$ cat src/hw/rtl/mct_pkg.sv
package mct_pkg;

  localparam int CHANNELS = 8;
  localparam int MASK_W   = 8;
  localparam int CNT_W    = 32;
  localparam int TPM_W    = 16;
  localparam int DELAY_W  = 16;
  localparam int CFG_IDX_W = 2;
  localparam int CFG_DATA_W = 32;

  localparam logic [CNT_W-1:0] MAX_COUNT_RST  = 32'hFFFF_FFFF;
  localparam logic [TPM_W-1:0] TICKS_PER_MS_RST = 16'd500;
  localparam logic [CNT_W-1:0] LARGEST_IVL_RST = 32'h0000_FFFF;

  typedef enum logic [1:0] {
    OP_TICK   = 2'd0,
    OP_START  = 2'd1,
    OP_CANCEL = 2'd2,
    OP_REPEAT = 2'd3
  } op_t;

  typedef enum logic [CFG_IDX_W-1:0] {
    CFG_MAX_COUNT    = 2'd0,
    CFG_TICKS_PER_MS = 2'd1,
    CFG_LARGEST_IVL  = 2'd2,
    CFG_UNUSED       = 2'd3
  } cfg_idx_t;

  typedef struct packed {
    logic [1:0]         operation;
    logic [2:0]         channel;
    logic [DELAY_W-1:0] delay_ms;
    logic               repeat_enable;
  } in_item_t;

  typedef struct packed {
    logic [MASK_W-1:0] fired_mask;
    logic [MASK_W-1:0] done_mask;
    logic [CNT_W-1:0]  counter_value;
    logic              late;
  } out_item_t;

  // Input item held in the first stage, with its delay already scaled to ticks.
  typedef struct packed {
    in_item_t          item;
    logic [CNT_W-1:0]  prod;
  } staged_t;

  typedef struct packed {
    logic               go;
    logic               tick;
    logic               start;
    logic               cancel;
    logic               set_rep;
    logic               rep_val;
    logic [CNT_W-1:0]   start_prod;
    logic [DELAY_W-1:0] start_delay;
  } chan_cmd_t;

  typedef struct packed {
    logic fired;
    logic done;
    logic late;
  } chan_stat_t;

  function automatic logic [CNT_W-1:0] count_next(input logic [CNT_W-1:0] cnt,
                                                   input logic [CNT_W-1:0] max_cnt);
    count_next = (cnt >= max_cnt) ? '0 : cnt + 1'b1;
  endfunction

endpackage

$ cat src/hw/rtl/mct_in_stage.sv
module mct_in_stage (
  input  logic                          clk,
  input  logic                          rst,
  input  logic                          in_valid,
  output logic                          in_ready,
  input  mct_pkg::in_item_t             in_data,
  input  logic [mct_pkg::TPM_W-1:0]     ticks_per_ms,
  input  logic                          advance,
  output logic                          q_valid,
  output mct_pkg::staged_t              q_item
);
  import mct_pkg::*;

  logic [CNT_W-1:0] prod;

  assign prod     = CNT_W'(in_data.delay_ms) * CNT_W'(ticks_per_ms);
  assign in_ready = !q_valid || advance;

  always_ff @(posedge clk) begin
    if (rst) begin
      q_valid <= 1'b0;
    end else if (in_ready) begin
      q_valid <= in_valid;
    end
  end

  always_ff @(posedge clk) begin
    if (in_valid && in_ready) begin
      q_item.item <= in_data;
      q_item.prod <= prod;
    end
  end

endmodule

$ cat config.mk
export PLATFORM = sky130hd
export DESIGN_NAME = mct_in_stage
export DESIGN_NICKNAME = d
export VERILOG_FILES = /design/src/hw/rtl/mct_pkg.sv /design/src/hw/rtl/mct_in_stage.sv
export SDC_FILE = /design/constraint.sdc
export NUM_CORES = 1
export LEC_CHECK = 0
export BUFFER_PORTS_ARGS = -buffer_cell sky130_fd_sc_hd__clkbuf_2
export CORE_UTILIZATION = 35
export CTS_CLUSTER_DIAMETER = 120
export DETAILED_ROUTE_END_ITERATION = 12
export HOLD_SLACK_MARGIN = 0.08
export SETUP_SLACK_MARGIN = 0.5
export SLEW_MARGIN = 20
export SYNTH_ARGS = -nofsm -noshare
export SYNTH_HDL_FRONTEND = slang
export SYNTH_SLANG_ARGS = --single-unit
$ cat constraint.sdc
create_clock -name clk -period 5.2 [get_ports clk]
set_input_delay 0 -clock clk [delete_from_list [all_inputs] [get_ports clk]]
set_output_delay 0 -clock clk [all_outputs]
set_load 0.05 [all_outputs]
==> flow_summary.toml <==
[timing]
fin_skew_ns = 0.001930
fin_ws_ns = 0.3085
slew_headroom_pct = 49.76
setup-tns-final_ns = 0
period_share_pct = 94.07
fmax_ghz = 0.2044
finalHoldViolCount = 0
period_needed_ns = 4.892
rsz0062_at_grt = "yes"
setup_violations = 0
slew_viol_final = 0
tightest_slew_ns = 0.7537
hold_slack_ns = 0.1302

[synth]
synth_top_area_cell = "fa_1"
synth_cell_types = 46
synth_seq_cells = 55
syn_avg_cell_area_um2 = 9.749
synth_area_leaders = "fa_1 (38%), edfxtp_1 (16%), ha_1 (13%), inv_1 (8.3%), and2_1 (7.6%)"
synthCells = 1051
synthArstFlopShare_pct = 0
yosys_warnings = 0
synth_area_um2 = 10250
synth_edf_count = 54
syn_nets = 1391
ys_seq_area_share_pct = 16.02
synth_flop_cell = "edfxtp_1"
netlist.area_leader.share_pct = 37.90
synth_common_cells = "inv_1 (227), fa_1 (194), nand2_1 (152), and2_1 (125), ha_1 (104)"
synth.most_common_cell = "inv_1"

[critical_path]
crit_path_end = "q_item[20]"
crit_type = "input pin to flip-flop"
critPathMaxFanout = 8
reg2reg_from = "q_valid"
end_kind = "flip-flop"
ff2ff_setup_slack_ns = 3.63
start_kind = "input pin"
cp-startpoint = "in_data[10]"
reg2reg_depth = 3
required_ns = 5.25
crit_arrival_ns = 4.94
r2r_end = "q_item[38]"

[cells_and_area]
syn_to_final_growth_pct = 27.96
layout-drive-gt1-share_pct = 25.54
fin_util_pct = 45.56
fin_nets = 1600
final.fill_count = 2763
n_antenna_cell = 0

[floorplanning]
die_w_um = 173.1
pin_count = 98
core_region_area_um2 = 28780
rows = 62
start_util_pct = 35.60
die_h_um = 173.1
die-area_um2 = 29960

[placed_design]
place_ws_ns = -0.2014
routabilityCongestion = 0.8508
post-dp-hpwl_mm = 20.65
io_buffer_count = 97

[grt]
grt_max_degree = 55
antenna_found_initial = 1
grtUsageTotal_pct = 17.39
grt_pass1_wl_mm = 41.57
grt.overflow.total = 0
grt_pass1_vias = 8377

[run_status]
status = "finished clean"

[drt]
routed_wl_mm = 25.06
wire_per_inst_um = 15.23
drc = 0
initialDrtViolationCount = 323
routed_via_density = 4.711
firstDrtPassIters = 5
vias = 7749
ant_nets = 0

[cts]
tritoncts = "built"
clockBufferDepth = 2
clockRootBuffer = "clkbuf_16"
clock_latency_ns = 0.31
numCtsBuffers = 5
path_clk_slew_ns = 0.07
htree_levels = 2
clock-sinks = 55

[min_path]
hp-class = "input pin to flip-flop"

[run]
max_cap_violations = 0
worst min-delay path by stage:
stage                     slack (ns)        from          to  cells after the start
final                           0.13  in_data[3]  q_item[35]                      2
after detailed placement        0.16         rst     q_valid                      2
after CTS                       0.12  in_data[3]  q_item[35]                      2
after global routing            0.13  in_data[3]  q_item[35]                      2
after global placement          0.15         rst     q_valid                      2
after floorplan                 0.07         rst     q_valid                      1
critical path, cell delays in order:
cell,delay (ns)
clkbuf_16,0.14
and2_4,0.16
fa_1,0.54
inv_2,0.04
fa_2,0.54
fa_1,0.41
inv_1,0.08
fa_1,0.42
fa_1,0.48
inv_1,0.05
fa_1,0.48
inv_2,0.05
ha_4,0.24
a21o_1,0.20
buf_6,0.12
buf_6,0.10
a211o_4,0.36
nor2_4,0.15
a211oi_2,0.10
nor2_1,0.16
xnor2_1,0.11
per-layer routing:
| metal | vias up | global-route usage [%] | part of all wire [%] |
|---|---|---|---|
| li1 | 3641 | - | - |
| met1 | 3931 | 22.05 | 43 |
| met2 | 150 | 31.72 | 52 |
| met3 | 27 | 1.825 | 3.2 |
| met4 | 0 | 3.909 | 1.8 |
| met5 | - | 0 | 0 |
through the flow:
stage	std cells	instance area, um2
floorplan	1051	10560
global placement	1605	12080
detailed placement	1605	12080
CTS	1635	12840
global route	1645	13110
finish	1645	13110
registers in the layout, summed over array words and instances, names as in the netlist:
signal and cells:
q_item 54, q_valid 1
logic make-up (layout without fill, tap and decap cells):
| family | Yosys count | in the layout | synth area share (%) |
|---|---|---|---|
| AOI/OAI and AO/OA | 90 | 90 | 5.849 |
| xor gates and xnor gates | 28 | 28 | 2.393 |
| adders and majority gates | 298 | 298 | 50.60 |
| buffers and inverters | 261 | 471 | 9.562 |
| DFF | 55 | 55 | 16.02 |
| muxes | 1 | 1 | 0.09770 |
| and+or+nand+nor | 318 | 318 | 15.47 |
area by class of cell:
type / count / area (um2) / area share, %
clock buffers: 7 / 132.6 / 1.012
clock inverters: 1 / 30.03 / 0.2290
inverters: 227 / 852.1 / 6.499
multi-input cells: 735 / 8108 / 61.84
flip-flops and latches: 55 / 1642 / 12.52
well taps: 384 / 480.5 / 3.664
repair buffers: 236 / 1867 / 14.24
layout by cell type, fill, tap and decap left out, types with 6 or more instances in the layout:
cell type,instances
a21o_1,12
a21oi_1,13
a21oi_2,12
and2_1,115
and2_4,9
buf_4,114
buf_6,10
clkbuf_16,12
clkbuf_2,72
clkbuf_8,6
dlygate4sd3_1,15
edfxtp_1,54
fa_1,187
fa_2,7
ha_1,92
ha_4,8
inv_1,220
inv_2,7
nand2_1,148
nor2_1,7
xnor2_1,17
xor2_1,10
repair_timing:
action                                 4_1_cts  5_1_grt
setup endpoints to repair                   19       20
gates cloned                                 1        1
buffers inserted                             6        9
pin swaps                                   30       29
endpoints found under the hold margin       14        0
gates resized for setup                     85       57
hold buffers                                15        0
Power is left out: the tool's default activity adds up to more than one toggle a clock period on the data nets, which glitch-free logic cannot reach.
