`src/hw/rtl/mct_pkg.sv`:
```
package mct_pkg;

  localparam int CHANNELS = 8;
  localparam int MASK_W   = 8;
  localparam int CNT_W    = 32;
  localparam int TPM_W    = 16;
  localparam int DELAY_W  = 16;
  localparam int CFG_IDX_W = 2;
  localparam int CFG_DATA_W = 32;

  localparam logic [CNT_W-1:0] MAX_COUNT_RST  = 32'hFFFF_FFFF;
  localparam logic [TPM_W-1:0] TICKS_PER_MS_RST = 16'd500;
  localparam logic [CNT_W-1:0] LARGEST_IVL_RST = 32'h0000_FFFF;

  typedef enum logic [1:0] {
    OP_TICK   = 2'd0,
    OP_START  = 2'd1,
    OP_CANCEL = 2'd2,
    OP_REPEAT = 2'd3
  } op_t;

  typedef enum logic [CFG_IDX_W-1:0] {
    CFG_MAX_COUNT    = 2'd0,
    CFG_TICKS_PER_MS = 2'd1,
    CFG_LARGEST_IVL  = 2'd2,
    CFG_UNUSED       = 2'd3
  } cfg_idx_t;

  typedef struct packed {
    logic [1:0]         operation;
    logic [2:0]         channel;
    logic [DELAY_W-1:0] delay_ms;
    logic               repeat_enable;
  } in_item_t;

  typedef struct packed {
    logic [MASK_W-1:0] fired_mask;
    logic [MASK_W-1:0] done_mask;
    logic [CNT_W-1:0]  counter_value;
    logic              late;
  } out_item_t;

  // Input item held in the first stage, with its delay already scaled to ticks.
  typedef struct packed {
    in_item_t          item;
    logic [CNT_W-1:0]  prod;
  } staged_t;

  typedef struct packed {
    logic               go;
    logic               tick;
    logic               start;
    logic               cancel;
    logic               set_rep;
    logic               rep_val;
    logic [CNT_W-1:0]   start_prod;
    logic [DELAY_W-1:0] start_delay;
  } chan_cmd_t;

  typedef struct packed {
    logic fired;
    logic done;
    logic late;
  } chan_stat_t;

  function automatic logic [CNT_W-1:0] count_next(input logic [CNT_W-1:0] cnt,
                                                   input logic [CNT_W-1:0] max_cnt);
    count_next = (cnt >= max_cnt) ? '0 : cnt + 1'b1;
  endfunction

endpackage

```
`src/hw/rtl/mct_chan.sv`:
```
module mct_chan (
  input  logic                          clk,
  input  logic                          rst,
  input  mct_pkg::chan_cmd_t            cmd,
  input  logic                          hit,
  input  logic [mct_pkg::CNT_W-1:0]     cnt,
  input  logic [mct_pkg::CNT_W-1:0]     cnt_nx,
  input  logic [mct_pkg::CNT_W-1:0]     count_limit,
  input  logic [mct_pkg::CNT_W-1:0]     late_limit,
  input  logic [mct_pkg::TPM_W-1:0]     ticks_per_ms,
  output mct_pkg::chan_stat_t           stat
);
  import mct_pkg::*;

  logic               en;
  logic               rep;
  logic               done;
  logic               force_fire;
  logic [CNT_W-1:0]   cmp;
  logic [DELAY_W-1:0] delay_len;
  logic [CNT_W-1:0]   prod;

  logic               match;
  logic               rearm;
  logic               arm_start;
  logic [CNT_W-1:0]   base;
  logic [CNT_W-1:0]   addend;
  logic [CNT_W-1:0]   val;
  logic [CNT_W-1:0]   span;
  logic               late_calc;
  logic               done_next;

  assign match     = cmd.tick && en && (force_fire || cmp == cnt_nx);
  assign rearm     = match && rep;
  assign arm_start = cmd.start && hit;

  // A tick rearms from the advanced counter, a start from the current one.
  assign base      = cmd.tick ? cnt_nx : cnt;
  assign addend    = cmd.tick ? prod : cmd.start_prod;
  assign val       = addend + base;
  assign span      = (val & count_limit) - base;
  assign late_calc = !(span < late_limit);

  always_comb begin
    done_next = done;
    if (match) begin
      done_next = 1'b1;
    end else if (arm_start) begin
      done_next = 1'b0;
    end
  end

  assign stat.fired = match;
  assign stat.done  = done_next;
  assign stat.late  = late_calc && (rearm || arm_start);

  always_ff @(posedge clk) begin
    if (rst) begin
      en         <= 1'b0;
      rep        <= 1'b0;
      done       <= 1'b0;
      force_fire <= 1'b0;
    end else if (cmd.go) begin
      done <= done_next;
      if (match) begin
        force_fire <= rearm && late_calc;
        en         <= rep;
      end else if (arm_start) begin
        en         <= 1'b1;
        force_fire <= late_calc;
      end else if (cmd.cancel && hit) begin
        en         <= 1'b0;
        force_fire <= 1'b0;
      end else if (cmd.set_rep && hit) begin
        rep <= cmd.rep_val;
      end
    end
  end

  always_ff @(posedge clk) begin
    if (cmd.go && (rearm || arm_start)) begin
      cmp <= val;
    end
    if (cmd.go && arm_start) begin
      delay_len <= cmd.start_delay;
      prod      <= cmd.start_prod;
    end else begin
      // Track the tick scale so a repeat rearm sees the current setting.
      prod <= CNT_W'(delay_len) * CNT_W'(ticks_per_ms);
    end
  end

endmodule

```
`config.mk`:
```
export PLATFORM = sky130hd
export DESIGN_NAME = mct_chan
export DESIGN_NICKNAME = d
export VERILOG_FILES = /design/src/hw/rtl/mct_pkg.sv /design/src/hw/rtl/mct_chan.sv
export SDC_FILE = /design/constraint.sdc
export NUM_CORES = 1
export LEC_CHECK = 0
export BUFFER_PORTS_ARGS = -buffer_cell sky130_fd_sc_hd__buf_2
export CAP_MARGIN = 20
export CELL_PAD_IN_SITES_DETAIL_PLACEMENT = 1
export CELL_PAD_IN_SITES_GLOBAL_PLACEMENT = 1
export CORE_MARGIN = 2
export CORE_UTILIZATION = 50
export CTS_CLUSTER_DIAMETER = 100
export DETAILED_ROUTE_END_ITERATION = 10
export GPL_ROUTABILITY_DRIVEN = 0
export GPL_TIMING_DRIVEN = 1
export PLACE_DENSITY_LB_ADDON = 0.15
export SLEW_MARGIN = 0
export SYNTH_ARGS = -nofsm -noshare
export SYNTH_HDL_FRONTEND = slang
export SYNTH_SLANG_ARGS = --single-unit
```
`constraint.sdc`:
```
create_clock -name clk -period 13.5 [get_ports clk]
set_input_delay 2.7 -clock clk [delete_from_list [all_inputs] [get_ports clk]]
set_output_delay 2.7 -clock clk [all_outputs]
set_load 0.02 [all_outputs]
```
==> flow_summary.toml, run 1 <==
[route]
drt_iter0_drc = 597
drtAntennaViolNets = 0
via_per_inst = 5.60
wl_per_cell_um = 19.3
via_count = 13500
drc = 0
drt_pass1_iterations = 5
wl_um = 46500

[setup_path]
criticalPathCategory = "in -> out"
crit_path_start = "cmd[52]"
critPathTopFamily = "compound AO/OA/AOI/OAI gates"
crit_path_max_fanout = 36
max_stage_delay_ps = 490
worst-r2r-setup-slack_ps = 6560
cp_common_cell = "a21o_1"
timing.rr.start = "delay_len[12]$_DFFE_PP_"
arrival_ps = 9790
worst_ep_required_time_ps = 10800
crit_slowest_cell = "buf_4"
crit_buf_inv = 3
worstSetupStartpointType = "primary input"
crit_path_end_kind = "primary output"

[timing]
fin_crit_ps = 12490
timing.final.ws_setup_ps = 1010
finalSetupViolations = 0
max-slew-margin-rel_pct = 48.4
setup_tns_ps = 0
rsz0062_at_grt = "no"
hold_ws_ps = 473
hold_viol_final = 0
drv_slew = 0
fin_worst_skew_ps = 11.4
max_freq_mhz = 80.1
period_share_pct = 92.5
tightestPinTransition_ps = 774

[logic_synthesis]
synth_area_um2 = 16100
synth-warning-count = 0
post-synth-top-count-cell = "inv_1"
synth.top_cell.area_share_pct = 24.4
synth_cell_type_count = 70
synth_common_cells = "inv_1, nand2_1, fa_1, ha_1, and2_1"
synth_ff_type = "edfxtp_1"
syn_avg_cell_area_um2 = 8.74
synth_enable_flop_cells = 48
ys_seq_area_share_pct = 13.4
ys_ff_latch = 84
netlist_top_cells_area = "fa_1, ha_1, edfxtp_1"
async_reset_ff_share_pct = 0
synth_largest_area_cell = "fa_1"
syn_nets = 2433
syn_inst = 1840

[cts]
cts_resized = 0
cts.sinks = 84
htree_levels = 3
cts_root_buf = "clkbuf_16"
insertion_delay_ps = 360
cts_hold_buf = 0
cts-buffers-inserted = 9
clock_path_buffers = 2
path_clk_slew_ps = 70
cts_tree = "done"
post_cts_buffers = 0

[finish]
fin_cells = 2414
synthToLayoutAreaGrowth_pct = 10.2
layout-drive-gt1-share_pct = 13.3
layout.nets = 2600
utilization_pct = 56.0
num-fill-cells = 3910
design_area_um2 = 17700
diodes = 0

[die]
die_w_um = 183
dieArea_um2 = 33600
core_um2 = 31600
start_util_pct = 50.8
die_y_um = 183
rows = 65
io_pins = 204

[job]
max-cap-violations = 0

[global_route]
gr-total-overflow = 0
grt_pass1_wl_um = 75600
grt_usage_pct = 28.7
grt_pass1_vias = 15100
antenna_found_initial = 1
grt_max_degree = 48

[placed_design]
dp_hpwl_um = 39100
dpl-instance-area_um2 = 17400
dp_cells = 2398
io_buffers = 203
preCtsSetupSlack_ps = 1140

[power]
powerDensity_nw_per_um2 = 230
p_total_mw = 4.08
vdd_ir_drop_max_uv = 224
leakage_nw = 9.07

[run_status]
status = "complete, no violations"

[worst_hold_path]
hold_class = "reg -> reg"
hold_start = "en$_SDFFE_PP0P_"
[layout make-up]
type	count	area [um^2]	area share (%)
well taps	402	503	2.84
multi-input cells	1394	12500	70.8
flip-flops and latches	84	2160	12.2
clock buffers	12	246	1.39
inverters	310	1160	6.57
repair buffers	208	1060	5.96
clock inverters	4	48.8	0.275
[cell families after synthesis]
family | count (synthesis) | synth area share (%)
AOI/OAI and AO/OA | 295 | 12.0
adders and majority gates | 392 | 39.7
buffers and inverters | 362 | 8.55
xor gates and xnor gates | 114 | 6.30
muxes | 65 | 4.39
DFF | 84 | 13.4
and+or+nand+nor | 528 | 15.7
[routing by layer]
metal	track usage (%)	part of all wire, %	routed length [um]	up-vias
li1	-	-	-	6309
met1	35.0	41	19300	6802
met2	53.2	52	24100	316
met3	3.22	4.0	1870	84
met4	8.64	2.8	1300	2
met5	0	0.028	13	-
[worst register-to-register path: cells and delay by family (launching register included)]
family / cells / cell delay (ps)
adders and majority gates: 7 / 3390
AOI/OAI and AO/OA: 7 / 1620
buffers and inverters: 5 / 290
and+or+nand+nor: 4 / 700
DFF: 1 / 840
[worst paths after layout]
check | end | cells past startpoint
setup / recovery | stat[0] | 30
hold / removal | en$_SDFFE_PP0P_ | 2
hold reg to reg | en$_SDFFE_PP0P_ | 2
setup reg to reg | prod[31]$_DFF_P_ | 23
[power by group]
part / internal (mW) / switching (mW) / total (mW)
sequential: 0.384 / 0.0291 / 0.413
clock: 0.149 / 0.113 / 0.262
combinational: 1.49 / 1.91 / 3.40
[state kept, by name, summed over array words and instances (netlist names)]
signal,flops
cmp,32
prod,32
delay_len,16
done,1
en,1
force_fire,1
rep,1
[cell usage in the layout, fill, tap and decap left out, types with 3 or more instances in the layout]
| master | Yosys | routed |
|---|---|---|
| nand4_1 | 19 | 19 |
| dfxtp_1 | 36 | 36 |
| mux2_2 | 30 | 30 |
| o21bai_1 | 11 | 11 |
| and3_1 | 5 | 5 |
| a211oi_1 | 9 | 9 |
| nor4_1 | 5 | 5 |
| clkbuf_16 | 0 | 9 |
| inv_1 | 310 | 309 |
| o211ai_1 | 9 | 9 |
| o2111ai_1 | 3 | 3 |
| nand2b_1 | 11 | 11 |
| a21boi_0 | 3 | 3 |
| buf_2 | 0 | 202 |
| o31ai_1 | 4 | 4 |
| nor2b_1 | 13 | 13 |
| xor2_1 | 30 | 30 |
| edfxtp_1 | 48 | 48 |
| fa_1 | 196 | 196 |
| mux2i_1 | 33 | 33 |
| and2_1 | 120 | 120 |
| nand2_1 | 243 | 243 |
| xnor2_1 | 83 | 83 |
| a21oi_1 | 87 | 87 |
| a21o_1 | 63 | 63 |
| a31oi_1 | 9 | 9 |
| o21ai_1 | 7 | 7 |
| o21ai_0 | 45 | 45 |
| or2_2 | 4 | 4 |
| nand3_1 | 18 | 18 |
| nor3_1 | 13 | 13 |
| nor2_1 | 63 | 63 |
| buf_4 | 2 | 6 |
| ha_1 | 196 | 196 |
| o21a_1 | 18 | 18 |
No activity file was read; power rests on OpenSTA's default activity.
==> run 2, diff against run 1 <==
--- a/config.mk
+++ b/config.mk
@@ -10,7 +10,7 @@
 export CELL_PAD_IN_SITES_DETAIL_PLACEMENT = 1
 export CELL_PAD_IN_SITES_GLOBAL_PLACEMENT = 1
 export CORE_MARGIN = 2
-export CORE_UTILIZATION = 50
+export CORE_UTILIZATION = 46
 export CTS_CLUSTER_DIAMETER = 100
 export DETAILED_ROUTE_END_ITERATION = 10
 export GPL_ROUTABILITY_DRIVEN = 0
==> constraint.sdc (replaced) <==
create_clock -name clk -period 12.5 [get_ports clk]
set_input_delay 2.5 -clock clk [delete_from_list [all_inputs] [get_ports clk]]
set_output_delay 2.5 -clock clk [all_outputs]
set_load 0.02 [all_outputs]
==> flow_summary.toml, run 2 (synthesis gave the netlist of run 1 again) <==
[setup_path]
cp_common_cell = "ha_1"
rr_endpoint = "prod[31]$_DFF_P_"
crit_path_end_kind = "primary output"
max_stage_delay_ps = 520
worst-r2r-setup-slack_ps = 5530
reg2regPathDepth = 23
worstSetupStartpointType = "primary input"
crit_path_max_fanout = 35
worst_ep_required_time_ps = 10000
timing.rr.start = "delay_len[12]$_DFFE_PP_"
arrival_ps = 9350
crit_slowest_cell = "nor4_1"
criticalPathCategory = "in -> out"

[timing]
max-slew-margin-rel_pct = 46.6
period_share_pct = 94.8
rsz0062_at_grt = "no"
max_freq_mhz = 84.4
hold_ws_ps = 474
drv_slew = 0
hold_viol_final = 0
setup_tns_ps = 0
fin_crit_ps = 11850
tightestPinTransition_ps = 801
finalSetupViolations = 0
fin_worst_skew_ps = 9.66

[cts]
cts_resized = 0
htree_levels = 3
post_cts_buffers = 0
cts.sinks = 84
path_clk_slew_ps = 70
insertion_delay_ps = 370
cts_tree = "done"
cts_hold_buf = 0
cts-buffers-inserted = 9
cts_root_buf = "clkbuf_16"
clock_path_buffers = 2

[finish]
regArea_um2 = 2160
layout.nets = 2602
num-fill-cells = 4172
mostFrequentLayoutCell = "inv_1"
synthToLayoutAreaGrowth_pct = 10.8
top_regs = "cmp: 32 flops, prod: 32 flops, delay_len: 16 flops"
layout-drive-gt1-share_pct = 13.4
layout_common_cells = "inv_1, nand2_1, buf_2"
multiInputGateArea_um2 = 12500

[route]
drc = 0
drt_iter0_drc = 520
via_per_inst = 5.43
via_count = 13400
wl_per_cell_um = 18.6
drt_pass1_iterations = 5
drtAntennaViolNets = 0
wl_um = 46100

[die]
core_um2 = 34500
dieArea_um2 = 36500
start_util_pct = 46.7
io_pins = 204
die_y_um = 191
die_w_um = 191
rows = 68

[global_route]
antenna_found_initial = 1
grt_max_degree = 48
grt_usage_pct = 26.4
gr-total-overflow = 0
grt_pass1_vias = 14900
grt_pass1_wl_um = 75100

[placed_design]
dp_hpwl_um = 38100
io_buffers = 203

[worst_hold_path]
hold_start = "en$_SDFFE_PP0P_"
hold_class = "reg -> reg"
holdPathStages = 2
min_to = "en$_SDFFE_PP0P_"

[power]
vdd_ir_drop_max_uv = 198
powerDensity_nw_per_um2 = 243
leakage_nw = 9.08

[run_status]
status = "complete, no violations"

[job]
max-cap-violations = 0
[run 2: layer usage]
| layer | up-vias | part of all wire (%) | global-route usage, % |
|---|---|---|---|
| met1 | 6766 | 42 | 32.4 |
| li1 | 6319 | - | - |
| met2 | 265 | 52 | 48.6 |
| met4 | 0 | 2.4 | 7.33 |
| met5 | - | 0 | 0 |
| met3 | 59 | 3.5 | 2.92 |
[run 2: report_power, final]
part	leakage (nW)	switching [mW]	total [mW]	internal, mW
Sequential	0.743	0.0321	0.447	0.415
Clock	0.145	0.127	0.279	0.152
Combinational	8.19	2.01	3.60	1.60
Total	9.08	2.16	4.33	2.16
[run 2: worst max-delay path by stage]
stage	startpoint	to	slack (ps)
final	cmd[52]	stat[0]	650
after CTS	cmd[52]	stat[0]	830
after detailed placement	cmd[52]	stat[0]	880
after floorplan	cmd[52]	stat[0]	1750
after global routing	cmd[52]	stat[0]	130
after global placement	cmd[52]	stat[0]	1070
[run 2: final cells by class]
type                    count  area share, %
diodes                      2         0.0281
clock inverters             5          0.176
multi-input cells        1394           70.4
clock buffers              11           1.48
inverters                 310           6.54
flip-flops and latches     84           12.1
well taps                 455           3.20
repair buffers            210           6.02
[run 2: worst max-delay path, delay by kind of cell]
family / cells / cell delay (ps)
AO/OA/AOI/OAI: 14 / 2980
AND/OR/NAND/NOR: 8 / 1430
adder cells (fa/ha/maj): 3 / 930
buffers and inverters: 3 / 830
multiplexers: 1 / 400
XOR/XNOR: 2 / 240
[run 2: through the flow]
step	cells	utilization, %	setup slack (ps)	cell area (um^2)	total power [mW]
after floorplan	1840	-	1750	16100	3.23
after global placement	2453	50.8	1070	17500	3.96
after detailed placement	2453	50.8	879	17500	4.05
after CTS	2469	51.7	828	17800	4.38
after global routing	2470	51.7	132	17800	4.90
final	2471	51.7	655	17800	4.33
